$ cat config.mk
export PLATFORM = sky130hd
export DESIGN_NAME = envelope_generator
export DESIGN_NICKNAME = d
export VERILOG_FILES = /design/src/rtl/core/envgen_pkg.sv /design/src/rtl/core/envelope_generator.sv
export SDC_FILE = /design/constraint.sdc
export NUM_CORES = 2
export LEC_CHECK = 0
export BUFFER_PORTS_ARGS = -buffer_cell sky130_fd_sc_hd__buf_4
export CAP_MARGIN = 20
export CELL_PAD_IN_SITES_DETAIL_PLACEMENT = 1
export CELL_PAD_IN_SITES_GLOBAL_PLACEMENT = 2
export CORE_UTILIZATION = 38
export CTS_CLUSTER_DIAMETER = 150
export DETAILED_ROUTE_END_ITERATION = 7
export PLACE_DENSITY = 0.89
export SKIP_CTS_REPAIR_TIMING = 1
export SYNTH_ARGS = -nofsm -noshare
export SYNTH_HDL_FRONTEND = slang
export SYNTH_SLANG_ARGS = --single-unit
$ cat constraint.sdc
create_clock -name clk -period 10.49 [get_ports clk]
set_input_delay 2.098 -clock clk [delete_from_list [all_inputs] [get_ports clk]]
set_output_delay 2.098 -clock clk [all_outputs]
set_load 0.005 [all_outputs]
$ cat src/rtl/core/envgen_pkg.sv
// ----------------------------------------------------------------------------
// envgen_pkg
// Shared types and codes for the envelope generator: phases, opcodes and
// configuration register indexes.
// ----------------------------------------------------------------------------
package envgen_pkg;

    typedef enum logic [2:0] {
        PH_ATTACK  = 3'd0,
        PH_DECAY1  = 3'd1,
        PH_DECAY2  = 3'd2,
        PH_RELEASE = 3'd3,
        PH_SILENT  = 3'd4
    } phase_t;

    typedef enum logic [1:0] {
        OP_SAMPLE   = 2'd0,
        OP_NOTE_ON  = 2'd1,
        OP_NOTE_OFF = 2'd2,
        OP_UNUSED   = 2'd3
    } opcode_t;

    localparam int unsigned REG_IDX_BITS = 3;
    localparam int unsigned ADDR_BITS    = 5;

    localparam logic [REG_IDX_BITS-1:0] REG_CURVE_SHAPE       = 3'd0;
    localparam logic [REG_IDX_BITS-1:0] REG_ATTACK_GAIN       = 3'd1;
    localparam logic [REG_IDX_BITS-1:0] REG_FIRST_DECAY_GAIN  = 3'd2;
    localparam logic [REG_IDX_BITS-1:0] REG_SECOND_DECAY_GAIN = 3'd3;
    localparam logic [REG_IDX_BITS-1:0] REG_RELEASE_GAIN      = 3'd4;
    localparam logic [REG_IDX_BITS-1:0] REG_PEAK_LEVEL        = 3'd5;
    localparam logic [REG_IDX_BITS-1:0] REG_BREAK_LEVEL       = 3'd6;

    localparam logic [23:0] PEAK_LEVEL_RESET  = 24'd8388608;
    localparam logic [23:0] BREAK_LEVEL_RESET = 24'd4194304;

endpackage

$ cat src/rtl/core/envelope_generator.sv
// ----------------------------------------------------------------------------
// envelope_generator
// Five-phase amplitude envelope applied to an audio sample stream, with
// linear or exponential level steps and an APB-style register port.
// ----------------------------------------------------------------------------
// One transaction is taken per clock while in_stall is low. Each transaction
// goes into an input register and is resolved by one pass of logic that
// scales the sample by the current level and steps the level (one adder or
// one 24x31 multiplier, then saturation and the phase compares); the updated
// level and phase are back in their registers in time for the following
// transaction, so a result moves from the input register to the result
// register, at one result per cycle while the output is not stalled.
// Note-on and note-off update the phase only; they and unused opcodes give
// no result. Stall on the output holds the result register and lets one
// further transaction wait in the input register.
module envelope_generator #(
    parameter int unsigned SAMPLE_BITS = 24,
    parameter int unsigned LEVEL_BITS  = 24
) (
    input  logic                                clk,
    input  logic                                rst_n,
    // input channel
    input  logic                                in_valid,
    output logic                                in_stall,
    input  logic [1:0]                          opcode,
    input  logic signed [SAMPLE_BITS-1:0]       sample_in,
    // output channel
    output logic                                out_valid,
    input  logic                                out_stall,
    output logic signed [SAMPLE_BITS-1:0]       sample_out,
    output logic [2:0]                          phase_now,
    output logic                                voice_done,
    // configuration port
    input  logic                                psel,
    input  logic                                penable,
    input  logic                                pwrite,
    input  logic [envgen_pkg::ADDR_BITS-1:0]    paddr,
    input  logic [31:0]                         pwdata,
    output logic [31:0]                         prdata,
    output logic                                pready
);

    import envgen_pkg::*;

    localparam int unsigned PROD_W = SAMPLE_BITS + LEVEL_BITS + 1;
    localparam int unsigned SUM_W  = ((LEVEL_BITS >= 32) ? LEVEL_BITS : 32) + 2;
    localparam int unsigned EXP_W  = LEVEL_BITS + 31;
    localparam int unsigned FRAC_L = LEVEL_BITS - 1;
    localparam int unsigned FRAC_M = 29;

    // configuration registers
    logic                    curve_shape_reg;
    logic signed [31:0]      attack_gain_reg;
    logic signed [31:0]      first_decay_gain_reg;
    logic signed [31:0]      second_decay_gain_reg;
    logic signed [31:0]      release_gain_reg;
    logic [LEVEL_BITS-1:0]   peak_level_reg;
    logic [LEVEL_BITS-1:0]   break_level_reg;

    // input register
    logic                          s1_valid_reg;
    logic [1:0]                    s1_opcode_reg;
    logic signed [SAMPLE_BITS-1:0] s1_sample_reg;

    // envelope state
    logic [LEVEL_BITS-1:0]   level_reg;
    logic [LEVEL_BITS-1:0]   level_next;
    phase_t                  phase_reg;
    phase_t                  phase_next;

    // result register
    logic                          out_valid_reg;
    logic signed [SAMPLE_BITS-1:0] sample_out_reg;
    phase_t                        phase_now_reg;
    logic                          voice_done_reg;

    logic                          advance;
    logic                          in_accept;
    logic                          cfg_write;
    logic [REG_IDX_BITS-1:0]       reg_idx;
    logic                          produce;
    logic                          done_next;

    logic signed [31:0]            gain_sel;
    logic signed [PROD_W-1:0]      scale_prod;
    logic signed [PROD_W-1:0]      scale_shift;
    logic signed [SAMPLE_BITS-1:0] scaled;
    logic signed [SUM_W-1:0]       lin_sum;
    logic [EXP_W-1:0]              exp_prod;
    logic [LEVEL_BITS-1:0]         lin_level;
    logic [LEVEL_BITS-1:0]         exp_level;
    logic [LEVEL_BITS-1:0]         stepped;

    assign advance   = !out_valid_reg || !out_stall;
    assign in_stall  = s1_valid_reg && !advance;
    assign in_accept = in_valid && !in_stall;
    assign cfg_write = psel && penable && pwrite && pready;
    assign reg_idx   = paddr[ADDR_BITS-1:2];
    assign pready    = 1'b1;

    // register read back
    always_comb
    begin
        unique case (reg_idx)
            REG_CURVE_SHAPE:       prdata = {31'd0, curve_shape_reg};
            REG_ATTACK_GAIN:       prdata = attack_gain_reg;
            REG_FIRST_DECAY_GAIN:  prdata = first_decay_gain_reg;
            REG_SECOND_DECAY_GAIN: prdata = second_decay_gain_reg;
            REG_RELEASE_GAIN:      prdata = release_gain_reg;
            REG_PEAK_LEVEL:        prdata = 32'(peak_level_reg);
            REG_BREAK_LEVEL:       prdata = 32'(break_level_reg);
            default:               prdata = 32'd0;
        endcase
    end

    // gain of the current phase
    always_comb
    begin
        unique case (phase_reg)
            PH_ATTACK:  gain_sel = attack_gain_reg;
            PH_DECAY1:  gain_sel = first_decay_gain_reg;
            PH_DECAY2:  gain_sel = second_decay_gain_reg;
            PH_RELEASE: gain_sel = release_gain_reg;
            default:    gain_sel = 32'sd0;
        endcase
    end

    // sample scaling by the old level, floor then saturate
    assign scale_prod  = PROD_W'(s1_sample_reg) * $signed(PROD_W'(level_reg));
    assign scale_shift = scale_prod >>> FRAC_L;

    always_comb
    begin
        if ((&scale_shift[PROD_W-1:SAMPLE_BITS-1]) || !(|scale_shift[PROD_W-1:SAMPLE_BITS-1]))
        begin
            scaled = scale_shift[SAMPLE_BITS-1:0];
        end
        else if (scale_shift[PROD_W-1])
        begin
            scaled = {1'b1, {(SAMPLE_BITS-1){1'b0}}};
        end
        else
        begin
            scaled = {1'b0, {(SAMPLE_BITS-1){1'b1}}};
        end
    end

    // linear step
    assign lin_sum = $signed(SUM_W'(level_reg)) + SUM_W'(gain_sel);

    always_comb
    begin
        if (lin_sum[SUM_W-1])
        begin
            lin_level = '0;
        end
        else if (|lin_sum[SUM_W-2:LEVEL_BITS])
        begin
            lin_level = '1;
        end
        else
        begin
            lin_level = lin_sum[LEVEL_BITS-1:0];
        end
    end

    // exponential step, Q2.29 multiplier
    assign exp_prod = EXP_W'(level_reg) * EXP_W'(gain_sel[30:0]);

    always_comb
    begin
        if (gain_sel[31] || !(|gain_sel))
        begin
            exp_level = '0;
        end
        else if (|exp_prod[EXP_W-1:LEVEL_BITS+FRAC_M])
        begin
            exp_level = '1;
        end
        else
        begin
            exp_level = exp_prod[LEVEL_BITS+FRAC_M-1:FRAC_M];
        end
    end

    assign stepped = curve_shape_reg ? exp_level : lin_level;

    // phase and level update
    always_comb
    begin
        phase_next = phase_reg;
        level_next = level_reg;
        produce    = 1'b0;
        done_next  = 1'b0;
        if (s1_valid_reg && advance)
        begin
            case (s1_opcode_reg)
                OP_NOTE_ON:  phase_next = PH_ATTACK;
                OP_NOTE_OFF: phase_next = PH_RELEASE;
                OP_SAMPLE:
                begin
                    produce    = 1'b1;
                    level_next = stepped;
                    unique case (phase_reg)
                        PH_ATTACK:
                        begin
                            if (stepped >= peak_level_reg)
                            begin
                                phase_next = PH_DECAY1;
                            end
                        end
                        PH_DECAY1:
                        begin
                            if (stepped <= break_level_reg)
                            begin
                                phase_next = PH_DECAY2;
                            end
                        end
                        PH_DECAY2, PH_RELEASE:
                        begin
                            if (stepped == '0)
                            begin
                                phase_next = PH_SILENT;
                                done_next  = 1'b1;
                            end
                        end
                        default: phase_next = PH_SILENT;
                    endcase
                end
                default: ;
            endcase
        end
    end

    // control state and configuration
    always_ff @(posedge clk or negedge rst_n)
    begin
        if (!rst_n)
        begin
            curve_shape_reg       <= 1'b0;
            attack_gain_reg       <= '0;
            first_decay_gain_reg  <= '0;
            second_decay_gain_reg <= '0;
            release_gain_reg      <= '0;
            peak_level_reg        <= LEVEL_BITS'(PEAK_LEVEL_RESET);
            break_level_reg       <= LEVEL_BITS'(BREAK_LEVEL_RESET);
            s1_valid_reg          <= 1'b0;
            out_valid_reg         <= 1'b0;
            level_reg             <= '0;
            phase_reg             <= PH_SILENT;
        end
        else
        begin
            if (cfg_write)
            begin
                unique case (reg_idx)
                    REG_CURVE_SHAPE:       curve_shape_reg       <= pwdata[0];
                    REG_ATTACK_GAIN:       attack_gain_reg       <= pwdata;
                    REG_FIRST_DECAY_GAIN:  first_decay_gain_reg  <= pwdata;
                    REG_SECOND_DECAY_GAIN: second_decay_gain_reg <= pwdata;
                    REG_RELEASE_GAIN:      release_gain_reg      <= pwdata;
                    REG_PEAK_LEVEL:        peak_level_reg  <= LEVEL_BITS'(pwdata[23:0]);
                    REG_BREAK_LEVEL:       break_level_reg <= LEVEL_BITS'(pwdata[23:0]);
                    default: ;
                endcase
            end
            if (in_accept)
            begin
                s1_valid_reg <= 1'b1;
            end
            else if (advance)
            begin
                s1_valid_reg <= 1'b0;
            end
            if (advance)
            begin
                out_valid_reg <= produce;
            end
            level_reg <= level_next;
            phase_reg <= phase_next;
        end
    end

    // payload registers
    always_ff @(posedge clk)
    begin
        if (in_accept)
        begin
            s1_opcode_reg <= opcode;
            s1_sample_reg <= sample_in;
        end
        if (produce)
        begin
            sample_out_reg <= scaled;
            phase_now_reg  <= phase_next;
            voice_done_reg <= done_next;
        end
    end

    assign out_valid  = out_valid_reg;
    assign sample_out = sample_out_reg;
    assign phase_now  = phase_now_reg;
    assign voice_done = voice_done_reg;

    a_done_is_silent: assert property (@(posedge clk) disable iff (!rst_n)
        out_valid_reg && voice_done_reg |-> phase_now_reg == PH_SILENT)
        else $error("voice_done without silent phase");

    a_note_on_attack: assert property (@(posedge clk) disable iff (!rst_n)
        s1_valid_reg && advance && s1_opcode_reg == OP_NOTE_ON |=> phase_reg == PH_ATTACK)
        else $error("note on did not enter attack");

    a_sample_result: assert property (@(posedge clk) disable iff (!rst_n)
        s1_valid_reg && advance && s1_opcode_reg == OP_SAMPLE |=> out_valid_reg)
        else $error("sample transaction gave no result");

    a_no_result_else: assert property (@(posedge clk) disable iff (!rst_n)
        advance && !(s1_valid_reg && s1_opcode_reg == OP_SAMPLE) |=> !out_valid_reg)
        else $error("result without sample transaction");

    a_stall_only_full: assert property (@(posedge clk) disable iff (!rst_n)
        in_stall |-> s1_valid_reg && out_valid_reg)
        else $error("input stalled with free stage");

endmodule
==> metrics.md <==
| Metric | Value |
|---|---|
| Max FO, Critical Path | `13` |
| First-pass GRT wire length | `298.9 mm` |
| Final HPWL DP | `151.7 mm` |
| WP data required | `10.81 ns` |
| Multiplexer share of the synthesized area | `4.050%` |
| Largest net degree at the start of global routing | `126` |
| Synth warn | `0` |
| Setup slack after layout | `-0.2785 ns` |
| Final setup fails | `4` |
| Die Span Y | `389.2 microns` |
| Synth Flop Type | `dfrtp_1` |
| Worst slew pin tran | `1.181 ns` |
| Starting Density | `38.44%` |
| Max-slew headroom at the worst pin | `21.29%` |
| Min-delay worst type | `flip-flop to flip-flop` |
| Setup tns final | `-0.6316 ns` |
| Part of the cycle the worst path needs | `102.7%` |
| Port Buffers | `129` |
| Most frequent cells in the layout | `inv_1, fa_1, nand2_1` |
| Vias/cell | `5.377` |
| Cell area after synthesis | `56960 sq um` |
| Final hold viol count | `0` |
| CP arrival | `11.09 ns` |
| Ports | `133` |
| Routability cong. | `0.9110` |
| Critical path type | `flip-flop to flip-flop` |
| Clk pin slew, worst setup/hold paths | `0.06 ns` |
| Post-route ant nets | `0` |
| Post-Synth Adder-Cell Area | `49.07%` |
| CP max stage cell | `fa_1` |
| DR iter-0 viols | `2871` |
| GRT Util Overall | `25.34%` |
| # clock sinks | `260` |
| Startpoint types | `flip-flop` |
| Fin cells | `8474` |
| WL final | `188.3 mm` |
| R2R Setup Slk | `-0.28 ns` |
| Synth Area in Simple Gates | `15.64%` |
| Routed vias | `45570` |
| RSZ-0062 raised after global routing | `yes` |
| Avg Cell Area, Syn | `9.211 sq um` |
| Post-synthesis sequential area ratio | `11.90%` |
| Worst hold path cell count | `1` |
| TritonCTS clock tree | `done` |
| Yosys cell types | `93` |
| Routed len/inst | `22.22 microns` |
| FF-to-FF path depth | `43` |
| Vias in the first global route | `52310` |
| Final Critical Period | `10.77 ns` |
| Slew Limit Fails | `0` |
| Post-Syn Instances | `6184` |
| Crit path capture type | `flip-flop` |
| # DRC | `0` |
| Die width | `389.2 microns` |
| Core area | `148200 sq um` |
| CTS root buf | `clkbuf_16` |
| Ys async rst share | `79.23%` |
| CP max stage delay | `0.58 ns` |
| Synth Area in Compound Gates | `7.376%` |
| Clock skew | `0.03013 ns` |
| Initial antenna violation count | `2` |
| Failing checks | `negative setup slack` |
| Die area | `151500 sq um` |
| Max Cap Viol | `0` |
| Placed insts | `8382` |
| Commonest non-fill, non-tap cell in the layout | `inv_1` |
| Clk_lat worst skew | `0.60 ns` |
| Share of cells above drive strength 1 | `15.37%` |
| Cell mode on critical path | `fa_1` |
| TritonRoute pass-1 iters | `7` |
| Total gr overflow | `0` |
| Syn_nets | `7818` |
| Number of flops mapped to enable cells by yosys | `54` |
| Site Rows | `141` |
| Pre-CTS setup slack | `-0.5566 ns` |
| Nets@finish | `8150` |
| Area growth from synthesis to layout | `14.39%` |
| Run status | `finished with violations` |
| Xor/xnor share of the synthesized area | `1.122%` |
| Main combinational cell family by area after synthesis | `adder cells` |
| CTS Buf Count | `34` |
| Register bit count reported by yosys | `260` |
| H-tree depth | `2` |
| Max Clock Freq | `92.86 MHz` |
| Clock buffer depth | `3` |
## critical path, delay by kind of cell (launching register included)
kind / cells / cell delay, ns
adder cells (fa/ha/maj): 9 / 4.16
buffers and inverters: 8 / 1.02
AND/OR/NAND/NOR: 6 / 0.86
flip-flops: 1 / 0.43
AO/OA/AOI/OAI: 20 / 4.01
## logic make-up (layout without fill, tap and decap cells)
group | count (synthesis) | after routing
xor+xnor | 73 | 73
mux | 190 | 190
flops | 260 | 260
fa+ha+maj | 1564 | 1564
compound gates | 624 | 624
other cells | 1 | 6
buf+inv | 1632 | 1987
simple gates | 1840 | 1840
## stage by stage
| step | hold slack (ns) | util, % | area [sq um] |
|---|---|---|---|
| floorplan | 0.4889 | - | 57000 |
| global placement | 0.5091 | 42.84 | 63490 |
| detailed placement | 0.5234 | 42.84 | 63490 |
| CTS | 0.5371 | 43.56 | 64550 |
| global route | 0.5477 | 43.96 | 65150 |
| finish | 0.5309 | 43.97 | 65160 |
## final timing paths
path                                                       start                                    end
min reg2reg                second_decay_gain_reg[18]$_DFFE_PN0P_  second_decay_gain_reg[18]$_DFFE_PN0P_
min in group asynchronous                                  rst_n       release_gain_reg[24]$_DFFE_PN0P_
min                        second_decay_gain_reg[18]$_DFFE_PN0P_  second_decay_gain_reg[18]$_DFFE_PN0P_
max in group asynchronous                                  rst_n        release_gain_reg[9]$_DFFE_PN0P_
max                                       phase_reg[0]$_DFF_PN0_                 phase_now[0]$_DFFE_PP_
max reg2reg                               phase_reg[0]$_DFF_PN0_                 phase_now[0]$_DFFE_PP_
## synthesized netlist by cell type, types with 31 or more instances
library cell	n	area share (%)
edfxtp_1	54	2.8
dfrtp_1	203	8.9
and2_1	515	5.7
nand3_1	50	0.44
fa_1	1117	39
ha_1	447	9.8
xnor2_1	42	0.65
inv_1	1278	8.4
xor2_1	31	0.48
nor2_1	87	0.57
a21oi_1	125	1.1
mux2_2	144	2.8
clkbuf_1	335	2.2
a22oi_1	73	0.96
nand4_1	36	0.40
o21ai_0	139	1.2
nor2b_1	41	0.45
nand2_1	949	6.3
nand2b_1	36	0.40
nor3_1	36	0.32
a21o_1	61	0.80
## routing by layer
layer	up-vias	wire length (microns)	GRT usage (%)
li1	19630	-	-
met1	24220	78010	32.59
met2	1364	94350	44.42
met3	360	9138	2.484
met4	2	6740	8.633
met5	-	13	0
## final cells by class
type,count,area (sq um)
clock buffers,46,937.1
clock inverters,13,125.1
multi-input cells,4292,44420
fillers,16970,83030
inverters,1280,4805
well taps,1930,2415
repair buffers,648,5635
diodes,5,12.51
flip-flops and latches,260,6813
Power is not shown: default switching activity piles up to over one toggle a cycle in this logic, so the estimate is an artifact.
